--- config.mk ---
export PLATFORM = sky130hd
export DESIGN_NAME = vote_histogram_top_two
export DESIGN_NICKNAME = d
export VERILOG_FILES = /design/src/hw/rtl/vhtt_pkg.sv /design/src/hw/rtl/vhtt_front.sv /design/src/hw/rtl/vhtt_queue.sv /design/src/hw/rtl/vhtt_back.sv /design/src/hw/rtl/vote_histogram_top_two.sv
export SDC_FILE = /design/constraint.sdc
export NUM_CORES = 1
export LEC_CHECK = 0
export ABC_AREA = 1
export CORE_AREA = 5 5 272 327
export CTS_BUF_LIST = sky130_fd_sc_hd__clkbuf_16
export DETAILED_ROUTE_END_ITERATION = 7
export DIE_AREA = 0 0 277 332
export DONT_BUFFER_PORTS = 1
export HOLD_SLACK_MARGIN = 0.06
export MAX_ROUTING_LAYER = met4
export PLACE_DENSITY = 0.49
export SETUP_SLACK_MARGIN = 0.3
export SYNTH_ARGS = -nofsm -noshare
export SYNTH_HDL_FRONTEND = slang
export SYNTH_SLANG_ARGS = --single-unit
--- constraint.sdc ---
create_clock -name clock -period 14 [get_ports clock]
set_input_delay 0.7 -clock clock [delete_from_list [all_inputs] [get_ports clock]]
set_output_delay 0.7 -clock clock [all_outputs]
set_load 0.05 [all_outputs]
--- src/hw/rtl/vhtt_pkg.sv ---
// Shared types, constants and helper functions for the vote histogram block.
// Used by the front classifier, the command queue, the back end and the top.
`default_nettype none

package vhtt_pkg;

   // Sizing
   localparam int NUM_BINS    = 16;
   localparam int COUNT_BITS  = 16;
   localparam int BIN_BITS    = $clog2(NUM_BINS);
   localparam int NCNT_BITS   = BIN_BITS + 1;
   localparam int VOTE_BITS   = 5;
   localparam int CAND_BITS   = 5;
   localparam int OUT_BITS    = 16;
   localparam int QUEUE_DEPTH = 4;
   localparam int PTR_BITS    = $clog2(QUEUE_DEPTH);
   localparam int QCNT_BITS   = PTR_BITS + 1;

   localparam logic [COUNT_BITS-1:0] COUNT_MAX = {COUNT_BITS{1'b1}};

   // Classified vote travelling from the front to the back
   typedef struct packed {
      logic                 is_valid;
      logic [BIN_BITS-1:0]  bin;
      logic                 last;
      logic [NCNT_BITS-1:0] ncand;
   } cmd_type;

   // Election result
   typedef struct packed {
      logic [CAND_BITS-1:0] winner;
      logic [OUT_BITS-1:0]  winner_votes;
      logic [CAND_BITS-1:0] runner_up;
      logic [OUT_BITS-1:0]  runner_votes;
      logic [OUT_BITS-1:0]  margin;
      logic [OUT_BITS-1:0]  total_votes;
      logic [OUT_BITS-1:0]  invalid_votes;
   } rsp_type;

   // Saturating increment of a counter
   function automatic logic [COUNT_BITS-1:0] sat_inc(input logic [COUNT_BITS-1:0] v);
      sat_inc = (v == COUNT_MAX) ? v : v + COUNT_BITS'(1);
   endfunction

   // Clip a count to the 16-bit report width
   function automatic logic [OUT_BITS-1:0] clip_out(input logic [COUNT_BITS-1:0] v);
      if ((COUNT_BITS > OUT_BITS) && (v > COUNT_BITS'(17'h0FFFF)))
         clip_out = {OUT_BITS{1'b1}};
      else
         clip_out = OUT_BITS'(v);
   endfunction

   // Zero-based bin index to 1-based candidate number
   function automatic logic [CAND_BITS-1:0] to_cand(input logic [BIN_BITS-1:0] idx);
      logic [NCNT_BITS-1:0] t;
      t = NCNT_BITS'(idx) + NCNT_BITS'(1);
      to_cand = CAND_BITS'(t);
   endfunction

endpackage

`default_nettype wire

--- src/hw/rtl/vhtt_front.sv ---
// Front end: holds the candidate-count register and classifies each vote.
// Depends on vhtt_pkg; feeds vhtt_queue.
`default_nettype none

module vhtt_front (
   input  wire logic                           clock,
   input  wire logic                           reset,
   input  wire logic                           csr_write_en,
   input  wire logic [4:0]                     csr_write_data,
   input  wire logic                           req_valid,
   input  wire logic [vhtt_pkg::VOTE_BITS-1:0] req_vote,
   input  wire logic                           req_last,
   input  wire logic                           q_full,
   output logic                                req_stall,
   output logic                                q_push,
   output vhtt_pkg::cmd_type                   q_cmd
);
   import vhtt_pkg::*;

   localparam int CMP_BITS = (NCNT_BITS > VOTE_BITS) ? NCNT_BITS : VOTE_BITS;

   logic [4:0]           ncand_ff;
   logic [NCNT_BITS-1:0] ncand_eff;
   logic [CMP_BITS-1:0]  vote_ext;
   logic [BIN_BITS-1:0]  vote_m1;

   // Configuration register
   always_ff @(posedge clock) begin
      if (reset) begin
         ncand_ff <= 5'd16;
      end else if (csr_write_en) begin
         ncand_ff <= csr_write_data;
      end
   end

   // Clamp register to 1..NUM_BINS
   always_comb begin
      if (ncand_ff == 5'd0)
         ncand_eff = NCNT_BITS'(1);
      else if (CMP_BITS'(ncand_ff) > CMP_BITS'(NUM_BINS))
         ncand_eff = NCNT_BITS'(NUM_BINS);
      else
         ncand_eff = NCNT_BITS'(ncand_ff);
   end

   // Classify the vote
   assign vote_ext = CMP_BITS'(req_vote);
   assign vote_m1  = BIN_BITS'(req_vote - VOTE_BITS'(1));

   always_comb begin
      q_cmd.is_valid = (req_vote != '0) && (vote_ext <= CMP_BITS'(ncand_eff));
      q_cmd.bin      = vote_m1;
      q_cmd.last     = req_last;
      q_cmd.ncand    = ncand_eff;
   end

   assign req_stall = q_full;
   assign q_push    = req_valid && !q_full;

endmodule

`default_nettype wire

--- src/hw/rtl/vhtt_queue.sv ---
// Short command queue between the front classifier and the back end.
// Depends on vhtt_pkg for the command type and depth.
`default_nettype none

module vhtt_queue (
   input  wire logic              clock,
   input  wire logic              reset,
   input  wire logic              push,
   input  wire vhtt_pkg::cmd_type push_cmd,
   input  wire logic              pop,
   output vhtt_pkg::cmd_type      head_cmd,
   output logic                   full,
   output logic                   empty
);
   import vhtt_pkg::*;

   cmd_type              entry_ff [QUEUE_DEPTH];
   logic [PTR_BITS-1:0]  wr_ptr_ff;
   logic [PTR_BITS-1:0]  rd_ptr_ff;
   logic [QCNT_BITS-1:0] count_ff;
   logic                 do_push;
   logic                 do_pop;

   assign full     = (count_ff == QCNT_BITS'(QUEUE_DEPTH));
   assign empty    = (count_ff == '0);
   assign do_push  = push && !full;
   assign do_pop   = pop && !empty;
   assign head_cmd = entry_ff[rd_ptr_ff];

   // Storage
   always_ff @(posedge clock) begin
      if (do_push) begin
         entry_ff[wr_ptr_ff] <= push_cmd;
      end
   end

   // Pointers and fill count
   always_ff @(posedge clock) begin
      if (reset) begin
         wr_ptr_ff <= '0;
         rd_ptr_ff <= '0;
         count_ff  <= '0;
      end else begin
         if (do_push) wr_ptr_ff <= wr_ptr_ff + PTR_BITS'(1);
         if (do_pop)  rd_ptr_ff <= rd_ptr_ff + PTR_BITS'(1);
         case ({do_push, do_pop})
            2'b10:   count_ff <= count_ff + QCNT_BITS'(1);
            2'b01:   count_ff <= count_ff - QCNT_BITS'(1);
            default: count_ff <= count_ff;
         endcase
      end
   end

endmodule

`default_nettype wire

--- src/hw/rtl/vhtt_back.sv ---
// Back end: bin counters, totals, end-of-election top-two scan and result register.
// Depends on vhtt_pkg; pulls commands from vhtt_queue.
`default_nettype none

module vhtt_back (
   input  wire logic              clock,
   input  wire logic              reset,
   input  wire vhtt_pkg::cmd_type q_cmd,
   input  wire logic              q_empty,
   output logic                   q_pop,
   output logic                   rsp_valid,
   input  wire logic              rsp_stall,
   output vhtt_pkg::rsp_type      rsp
);
   import vhtt_pkg::*;

   typedef enum logic [1:0] {
      ST_RUN,
      ST_SCAN,
      ST_OUT
   } state_type;

   state_type             state_ff;
   logic [COUNT_BITS-1:0] bin_ff [NUM_BINS];
   logic [COUNT_BITS-1:0] valid_tot_ff;
   logic [COUNT_BITS-1:0] invalid_tot_ff;
   logic [BIN_BITS-1:0]   scan_idx_ff;
   logic [NCNT_BITS-1:0]  scan_n_ff;
   logic [BIN_BITS-1:0]   win_ff;
   logic [COUNT_BITS-1:0] win_cnt_ff;
   logic [BIN_BITS-1:0]   run_ff;
   logic [COUNT_BITS-1:0] run_cnt_ff;
   logic                  have_run_ff;
   logic                  rsp_valid_ff;
   rsp_type               rsp_ff;

   logic [COUNT_BITS-1:0] scan_cnt;
   logic                  scan_in_range;
   logic                  out_free;
   logic [COUNT_BITS-1:0] run_cnt_eff;

   assign q_pop         = (state_ff == ST_RUN) && !q_empty;
   assign scan_cnt      = bin_ff[scan_idx_ff];
   assign scan_in_range = {1'b0, scan_idx_ff} < scan_n_ff;
   assign out_free      = !rsp_valid_ff || !rsp_stall;
   assign run_cnt_eff   = have_run_ff ? run_cnt_ff : '0;
   assign rsp_valid     = rsp_valid_ff;
   assign rsp           = rsp_ff;

   // Bin counters: increment on a valid vote, cleared bin by bin during the scan
   always_ff @(posedge clock) begin
      if (reset) begin
         for (int i = 0; i < NUM_BINS; i++) bin_ff[i] <= '0;
      end else if (q_pop && q_cmd.is_valid) begin
         bin_ff[q_cmd.bin] <= sat_inc(bin_ff[q_cmd.bin]);
      end else if (state_ff == ST_SCAN) begin
         bin_ff[scan_idx_ff] <= '0;
      end
   end

   // Control, totals, top-two tracking and result register
   always_ff @(posedge clock) begin
      if (reset) begin
         state_ff       <= ST_RUN;
         valid_tot_ff   <= '0;
         invalid_tot_ff <= '0;
         rsp_valid_ff   <= 1'b0;
         scan_idx_ff    <= '0;
         scan_n_ff      <= '0;
         have_run_ff    <= 1'b0;
      end else begin
         // Result taken; ST_OUT handles its own load
         if (rsp_valid_ff && !rsp_stall && (state_ff != ST_OUT)) rsp_valid_ff <= 1'b0;
         unique case (state_ff)
            ST_RUN: begin
               if (q_pop) begin
                  if (q_cmd.is_valid) valid_tot_ff <= sat_inc(valid_tot_ff);
                  else                invalid_tot_ff <= sat_inc(invalid_tot_ff);
                  if (q_cmd.last) begin
                     state_ff    <= ST_SCAN;
                     scan_idx_ff <= '0;
                     scan_n_ff   <= q_cmd.ncand;
                     have_run_ff <= 1'b0;
                  end
               end
            end
            ST_SCAN: begin
               // One bin per cycle; the first bin always seeds the winner
               if (scan_idx_ff == '0) begin
                  win_ff     <= scan_idx_ff;
                  win_cnt_ff <= scan_cnt;
               end else if (scan_in_range) begin
                  if (scan_cnt > win_cnt_ff) begin
                     win_ff      <= scan_idx_ff;
                     win_cnt_ff  <= scan_cnt;
                     run_ff      <= win_ff;
                     run_cnt_ff  <= win_cnt_ff;
                     have_run_ff <= 1'b1;
                  end else if (!have_run_ff || scan_cnt > run_cnt_ff) begin
                     run_ff      <= scan_idx_ff;
                     run_cnt_ff  <= scan_cnt;
                     have_run_ff <= 1'b1;
                  end
               end
               if (scan_idx_ff == BIN_BITS'(NUM_BINS - 1)) state_ff <= ST_OUT;
               else scan_idx_ff <= scan_idx_ff + BIN_BITS'(1);
            end
            ST_OUT: begin
               if (out_free) begin
                  rsp_valid_ff         <= 1'b1;
                  rsp_ff.winner        <= to_cand(win_ff);
                  rsp_ff.winner_votes  <= clip_out(win_cnt_ff);
                  rsp_ff.runner_up     <= have_run_ff ? to_cand(run_ff) : '0;
                  rsp_ff.runner_votes  <= clip_out(run_cnt_eff);
                  rsp_ff.margin        <= clip_out(win_cnt_ff - run_cnt_eff);
                  rsp_ff.total_votes   <= clip_out(valid_tot_ff);
                  rsp_ff.invalid_votes <= clip_out(invalid_tot_ff);
                  valid_tot_ff         <= '0;
                  invalid_tot_ff       <= '0;
                  state_ff             <= ST_RUN;
               end
            end
            default: state_ff <= ST_RUN;
         endcase
      end
   end

endmodule

`default_nettype wire

--- src/hw/rtl/vote_histogram_top_two.sv ---
// Top level of the vote histogram with top-two selection.
// Depends on vhtt_pkg, vhtt_front, vhtt_queue and vhtt_back.
`default_nettype none

// Votes are taken at one per cycle while the queue is not full: each is
// classified on entry against csr num_candidates and queued, and the back end
// adds it to its bin when it pops it. A vote marked last is counted, then the
// back end walks all NUM_BINS bins one per cycle (finding winner and runner-up
// and clearing each bin), and loads the result register in ST_OUT once the
// result output is free. The front keeps accepting into the four-entry queue
// during the scan until it fills.
module vote_histogram_top_two (
   input  wire logic                           clock,
   input  wire logic                           reset,
   input  wire logic                           csr_write_en,
   input  wire logic [4:0]                     csr_write_data,
   input  wire logic                           req_valid,
   output logic                                req_stall,
   input  wire logic [vhtt_pkg::VOTE_BITS-1:0] req_vote,
   input  wire logic                           req_last,
   output logic                                rsp_valid,
   input  wire logic                           rsp_stall,
   output logic [vhtt_pkg::CAND_BITS-1:0]      rsp_winner,
   output logic [vhtt_pkg::OUT_BITS-1:0]       rsp_winner_votes,
   output logic [vhtt_pkg::CAND_BITS-1:0]      rsp_runner_up,
   output logic [vhtt_pkg::OUT_BITS-1:0]       rsp_runner_votes,
   output logic [vhtt_pkg::OUT_BITS-1:0]       rsp_margin,
   output logic [vhtt_pkg::OUT_BITS-1:0]       rsp_total_votes,
   output logic [vhtt_pkg::OUT_BITS-1:0]       rsp_invalid_votes
);
   import vhtt_pkg::*;

   cmd_type push_cmd;
   cmd_type head_cmd;
   rsp_type rsp;
   logic    q_push;
   logic    q_pop;
   logic    q_full;
   logic    q_empty;

   // Classifier and configuration register
   vhtt_front u_front (
      .clock          (clock),
      .reset          (reset),
      .csr_write_en   (csr_write_en),
      .csr_write_data (csr_write_data),
      .req_valid      (req_valid),
      .req_vote       (req_vote),
      .req_last       (req_last),
      .q_full         (q_full),
      .req_stall      (req_stall),
      .q_push         (q_push),
      .q_cmd          (push_cmd)
   );

   // Command queue
   vhtt_queue u_queue (
      .clock    (clock),
      .reset    (reset),
      .push     (q_push),
      .push_cmd (push_cmd),
      .pop      (q_pop),
      .head_cmd (head_cmd),
      .full     (q_full),
      .empty    (q_empty)
   );

   // Histogram and scan
   vhtt_back u_back (
      .clock     (clock),
      .reset     (reset),
      .q_cmd     (head_cmd),
      .q_empty   (q_empty),
      .q_pop     (q_pop),
      .rsp_valid (rsp_valid),
      .rsp_stall (rsp_stall),
      .rsp       (rsp)
   );

   assign rsp_winner        = rsp.winner;
   assign rsp_winner_votes  = rsp.winner_votes;
   assign rsp_runner_up     = rsp.runner_up;
   assign rsp_runner_votes  = rsp.runner_votes;
   assign rsp_margin        = rsp.margin;
   assign rsp_total_votes   = rsp.total_votes;
   assign rsp_invalid_votes = rsp.invalid_votes;

endmodule

`default_nettype wire
==> flow_metrics.tcl, run 1 <==
set metrics [dict create \
    grt_max_degree 94 \
    die_height_um 332 \
    starting_density_of_the_core 0.297 \
    post_synth_most_frequent_cells "sky130_fd_sc_hd__edfxtp_1, sky130_fd_sc_hd__nand2_1, sky130_fd_sc_hd__nor2_1, sky130_fd_sc_hd__nand3_1, sky130_fd_sc_hd__inv_1" \
    synth_fp_nets 2845 \
    grt_remaining_overflow 0 \
    number_of_h_tree_levels 2 \
    design.core.area_mm2 0.0856 \
    worst_setup_path_start_kind "register" \
    synth.yosys.warnings 0 \
    met2_wire_length_um 37900 \
    cellLeakagePower_nw 10.8 \
    most_instantiated_library_cell_after_synthesis "sky130_fd_sc_hd__edfxtp_1" \
    fmax_mhz 176 \
    clk-insertion-delay-late_ps 620 \
    setup_violations 0 \
    cts.clk_slew.worst_paths_ps 60 \
    route.vias.total 19200 \
    drtPass1Iterations 5 \
    yosys-top-cells-area "sky130_fd_sc_hd__edfxtp_1, sky130_fd_sc_hd__nand3_1, sky130_fd_sc_hd__nand2_1, sky130_fd_sc_hd__nor2_1, sky130_fd_sc_hd__dfxtp_1" \
    final-max-slew-violation-count 0 \
    worstHoldPathType "input pin to register" \
    final_hold_viol_count 0 \
    detail_route.drc_violations 0 \
    detail-route-antenna-nets 0 \
    intPower_mw 3.38 \
    arrival_ps 5900 \
    clock_tree.root_cell "sky130_fd_sc_hd__clkbuf_16" \
    globalplace.congestion 0.834 \
    final_stage_net_count 2777 \
    required_ps 14230 \
    worst_clock_skew_on_the_final_layout_ps 27.2 \
    syn_area_per_cell_um2 9.21 \
    yosys_most_used_dff "sky130_fd_sc_hd__edfxtp_1" \
    power.switching_fraction 0.457 \
    highest_layer "met4" \
    fill_cells 8856 \
    max-clock-path-buffers 3 \
    post_cts_hold_buffer_count 0 \
    finalWorstSetupSlack_ps 8330 \
    synth_register_bits 493 \
    async_reset_ff_frac 0 \
    final_area_mm2 0.0281 \
    place.detailed.instances 3776 \
    cts.repair.resized 0 \
    antennaDiodeCount 0 \
    post-cts-setup-buffer-count 0 \
    synth_sequential_area_ratio 0.558 \
    synth-edff-count 430 \
    cts_buffers 52 \
    critical_path_type "register to register" \
    wl_per_cell_um 19.5 \
    dieWidth_um 277 \
    dp_hpwl_um 47300 \
    netlist.top_cell.by_area "sky130_fd_sc_hd__edfxtp_1" \
    critical_path.max_fanout 93 \
    drive_gt1_frac 0.0670 \
    pwr-share-seq 0.305 \
    vias_per_cell 4.96 \
    syn_inst 2758 \
    end_kind "register" \
    comb_power_share 0.462 \
    routed_wl_um 75500 \
    antenna_found_initial 0 \
    synth_area_mm2 0.0254 \
    die_area_mm2 0.0920 \
    ioPinCount 108 \
    io_buffer_count 0 \
    setup-tns-final_ps 0 \
    timing.max_slew.rel_slack 0.192 \
    tightest_slew_ps 1210 \
    timing.max_cap.violations 0 \
    detailedRoute.firstIterationViolations 1505 \
    rsz0062_at_grt "no" \
    fin_cells 3873 \
    post_synth_num_cell_types 48 \
    detailroute.wirelength.met3_um 3730 \
    dpl_worst_slack_ps 8320 \
    flow.area_growth_from_synthesis_pct 10.7 \
    power_density_mw_per_mm2 222 \
    placed_cell_area_mm2 0.0264 \
    number_of_global_route_vias_before_repair 19100 \
    grt_pass1_wl_um 115000 \
    row_count 118 \
    m1WireLength_um 31800 \
    clock_sink_count 493 \
    gr-usage-all-layers 0.163 \
    period_needed_ps 5670 \
    vdd.ir_drop.worst_mv 0.151 \
    outcome "complete, no violations" \
    synth_top_area_share 0.508 \
    finish.utilization 0.329 \
    power_consumption_mw 6.23 \
    min_period_over_period 0.405 \
    holdWs_ps 161 \
    power.clock.fraction 0.233 \
    tritoncts "built" \
    power.net_switching_mw 2.85 \
]
==> cell families (layout without fill, tap and decap cells) <==
family                     after synthesis  after routing  share of synthesized area
AOI/OAI and AO/OA                      442            442                     0.0975
xor gates and xnor gates                23             23                    0.00793
adders and majority gates               71             71                     0.0356
buffers and inverters                  460            435                     0.0752
DFF                                    493            493                      0.558
muxes                                   41             41                     0.0162
and+or+nand+nor                       1228           1228                      0.210
==> per-layer routing <==
layer  up-vias  global-route usage
li1       9286                   -
met1      9246               0.198
met2       549               0.284
met3       115              0.0226
met4         0              0.0459
met5         -                   -
==> layout by cell type (no fill, tap or decap), types with 53 or more instances in the layout <==
cell / synthesis / final
sky130_fd_sc_hd__nor2_1: 386 / 384
sky130_fd_sc_hd__ha_1: 69 / 69
sky130_fd_sc_hd__edfxtp_1: 430 / 430
sky130_fd_sc_hd__a21oi_1: 164 / 164
sky130_fd_sc_hd__nand3_1: 356 / 356
sky130_fd_sc_hd__clkbuf_16: 0 / 53
sky130_fd_sc_hd__inv_1: 292 / 297
sky130_fd_sc_hd__dfxtp_1: 63 / 61
sky130_fd_sc_hd__nand2_1: 398 / 398
sky130_fd_sc_hd__o21ai_0: 181 / 181
==> state kept, by name, summed over array words and instances (netlist names), 5 cells and up, named ones only <==
register               flops
u_back.scan_n_ff           5
u_back.invalid_tot_ff     16
u_front.ncand_ff           5
u_back.win_cnt_ff         16
u_queue.entry_ff          44
u_back.rsp                90
u_back.run_cnt_ff         16
u_back.valid_tot_ff       16
u_back.bin_ff            256
==> critical path: stages (launching register included) <==
cell and delay [ps]:
sky130_fd_sc_hd__dfxtp_4 740, sky130_fd_sc_hd__buf_4 900, sky130_fd_sc_hd__a21oi_1 150, sky130_fd_sc_hd__o21ai_0 110, sky130_fd_sc_hd__o21ai_0 130, sky130_fd_sc_hd__o211ai_1 440
sky130_fd_sc_hd__nand2_1 300, sky130_fd_sc_hd__ha_1 360, sky130_fd_sc_hd__nand4_1 170, sky130_fd_sc_hd__nor3_1 260, sky130_fd_sc_hd__o21ai_0 130, sky130_fd_sc_hd__a22o_1 190
sky130_fd_sc_hd__buf_4 250, sky130_fd_sc_hd__nand3_1 160, sky130_fd_sc_hd__nand2_1 80, sky130_fd_sc_hd__nor2_2 820
==> power groups by stage <==
stage | Sequential (mW) | Clock (mW) | Combinational (mW)
5_1_grt | 1.92 | 1.53 | 3.20
3_5_place_dp | 1.93 | 0 | 2.88
4_1_cts | 1.90 | 1.49 | 2.89
6_report | 1.90 | 1.45 | 2.88
3_3_place_gp | 1.93 | 0 | 2.88
2_1_floorplan | 1.88 | 0 | 2.09
==> path summary, 6_finish.rpt <==
kind	startpoint	endpoint	slack, ps	cells past startpoint
hold / removal	reset	u_back.rsp_valid	160	1
hold reg to reg	u_back.win_cnt_ff[15]	u_back.rsp[84]	460	0
setup / recovery	register	u_back.run_cnt_ff[1]	8330	15
setup reg to reg	register	u_back.run_cnt_ff[1]	8330	15
==> cell type report <==
type | count | area [um2] | share of cell area
clock buffers | 53 | 1330 | 0.0471
clock inverters | 44 | 442 | 0.0157
inverters | 303 | 1140 | 0.0404
multi-input cells | 1805 | 9360 | 0.333
flip-flops and latches | 493 | 14200 | 0.504
well taps | 1140 | 1430 | 0.0507
repair buffers | 35 | 263 | 0.00934
(Power assumes the default switching activity.)
==> inputs of run 2 (changes only) <==
Clock period 14 ns to 5.7 ns, I/O delays scaled along.
==> run 2 against run 1 <==
Effect of this change: hold slack worse by 22 ps; non-clock buffer count is 55 higher; flip-flop and latch count stayed put; fmax is 28% higher; critical path depth is 1 lower; register-to-register slack worse by 7100 ps; sequential power is 150% higher; design area is 1.1% higher; clock skew is 6.7 ps higher; global-route usage is 0.16 points higher; highest routed layer unchanged.
==> flow_metrics.tcl, run 2 (synthesized netlist as in run 1, its figures left out) <==
set metrics [dict create \
    outcome "complete, no violations" \
    antenna_found_initial 1 \
    critical_path_type "register to register" \
    setup_violations 0 \
    clk-insertion-delay-late_ps 640 \
    m1WireLength_um 31300 \
    post_cts_hold_buffer_count 15 \
    worstHoldPathType "input pin to register" \
    met2_wire_length_um 39200 \
    number_of_h_tree_levels 2 \
    arrival_ps 4720 \
    crit_path_cell_trace "buf_12 -> a21oi_1 -> o21ai_0 -> o21ai_0 -> o221ai_1 -> o21ai_0 -> ha_1 -> nand4_1 -> nor3_1 -> o21ai_0 -> a22o_1 -> buf_4 -> o22ai_2 -> buf_4" \
    power_density_mw_per_mm2 531 \
    power_consumption_mw 15.1 \
    dieWidth_um 277 \
    most-common-layout-cells "sky130_fd_sc_hd__edfxtp_1, sky130_fd_sc_hd__nand2_1, sky130_fd_sc_hd__nor2_1" \
    cellLeakagePower_nw 10.9 \
    power.clock.fraction 0.210 \
    fmax_mhz 225 \
    grt_max_degree 96 \
    worst_setup_path_start_kind "register" \
    globalplace.congestion 0.825 \
    wl_per_cell_um 19.3 \
    min_period_over_period 0.779 \
    vias_per_cell 4.93 \
    max-clock-path-buffers 3 \
    multi_input_area_mm2 0.00936 \
    timing.max_slew.rel_slack 0.235 \
    design.core.area_mm2 0.0856 \
    die_area_mm2 0.0920 \
    detail_route.drc_violations 0 \
    io_buffer_count 0 \
    final-max-slew-violation-count 0 \
    final_hold_viol_count 0 \
    critical-path-max-stage-delay_ps 740 \
    timing.critical_path.slowest_stage_cell "sky130_fd_sc_hd__dfxtp_4" \
    grt_pass1_wl_um 115000 \
    worstHoldStart "req_vote[1]" \
    required_ps 5980 \
    clock_tree.root_cell "sky130_fd_sc_hd__clkbuf_16" \
    fill_cells 8817 \
    rsz0062_at_grt "no" \
    largest_reg_flops 256 \
    comb_power_share 0.481 \
    tightest_slew_ps 1140 \
    detail-route-antenna-nets 0 \
    vdd.ir_drop.worst_mv 0.331 \
    drive_gt1_frac 0.0773 \
    layout.area.seq_mm2 0.0142 \
    post-cts-setup-buffer-count 0 \
    commonest_non_fill_non_tap_cell_in_the_layout "sky130_fd_sc_hd__edfxtp_1" \
    detailroute.wirelength.met3_um 3400 \
    setup-tns-final_ps 0 \
    power.net_switching_mw 7.05 \
    drtPass1Iterations 5 \
    routed_wl_um 75800 \
    cts_buffers 50 \
    period_needed_ps 4440 \
    dp_hpwl_um 49100 \
    cp_common_cell "sky130_fd_sc_hd__o21ai_0" \
    critical_path.max_fanout 79 \
    ioPinCount 108 \
    flow.area_growth_from_synthesis_pct 12.0 \
    worst_clock_skew_on_the_final_layout_ps 33.9 \
    detailedRoute.firstIterationViolations 1419 \
    cts.clk_slew.worst_paths_ps 70 \
    largest-register "u_back.bin_ff" \
    die_height_um 332 \
    finish.utilization 0.332 \
    power.switching_fraction 0.467 \
    final_stage_net_count 2830 \
    cts.repair.resized 0 \
    route.vias.total 19300 \
    grt_remaining_overflow 0 \
    gr-usage-all-layers 0.164 \
    timing.max_cap.violations 0 \
    clock_sink_count 493 \
    row_count 118 \
    highest_layer "met4" \
    number_of_global_route_vias_before_repair 19100 \
    intPower_mw 8.05 \
    tritoncts "built" \
    pwr-share-seq 0.309 \
    starting_density_of_the_core 0.297 \
    end_kind "register" \
]
-- run 2: cell count changes in the layout (fill, tap and decap cells not counted), moves of 2 or more --
cell                            before  now
sky130_fd_sc_hd__buf_12              0    7
sky130_fd_sc_hd__buf_4              35   68
sky130_fd_sc_hd__bufinv_16           9    2
sky130_fd_sc_hd__clkbuf_16          53   50
sky130_fd_sc_hd__dlygate4sd3_1       0   15
sky130_fd_sc_hd__inv_1             297  301
sky130_fd_sc_hd__inv_16              0    2
sky130_fd_sc_hd__inv_6               2    0
-- run 2: critical path: cells and delay by family, from the launching register on --
family                     cells  cell delay, ps
adders and majority gates      1             430
AOI/OAI and AO/OA              8            1400
and+or+nand+nor                2             440
DFF                            1             740
buffers and inverters          3            1000
-- run 2: power groups by stage --
stage / sequential, mW / clock [mW] / combinational [mW]
floorplan: 4.63 / 0 / 5.14
global placement: 4.74 / 0 / 7.26
detailed placement: 4.74 / 0 / 7.28
CTS: 4.67 / 3.26 / 7.31
global route: 4.71 / 3.39 / 8.04
finish: 4.67 / 3.17 / 7.26
-- run 2: worst paths after layout --
path              depth (start not counted)  slack [ps]                     end
setup / recovery                         14        1260   u_back.win_cnt_ff[11]
hold / removal                            3         140  u_queue.entry_ff[3][7]
setup reg to reg                         14        1260   u_back.win_cnt_ff[11]
hold reg to reg                           0         470           u_back.rsp[0]
-- run 2: layout make-up --
class                   instances  area share
diodes                          1   0.0000880
clock buffers                  50      0.0440
clock inverters                42     0.00994
inverters                     303      0.0400
multi-input cells            1805       0.329
flip-flops and latches        493       0.498
well taps                    1140      0.0501
repair buffers                 90      0.0282
-- run 2: routing by layer --
layer	global-route usage	vias to the layer above
met2	0.295	507
li1	-	9383
met5	-	-
met3	0.0226	101
met4	0.0429	0
met1	0.194	9347
-- run 2: metrics by stage --
step | cells | instance area, um2 | hold WS, ps | setup WS (ps)
2_1_floorplan | 2758 | 25400 | 384 | 546
3_3_place_gp | 3816 | 26800 | 366 | 1290
3_5_place_dp | 3816 | 26800 | 366 | 1230
4_1_cts | 3923 | 28400 | 109 | 1160
5_1_grt | 3924 | 28400 | 158 | 845
6_report | 3924 | 28400 | 140 | 1260
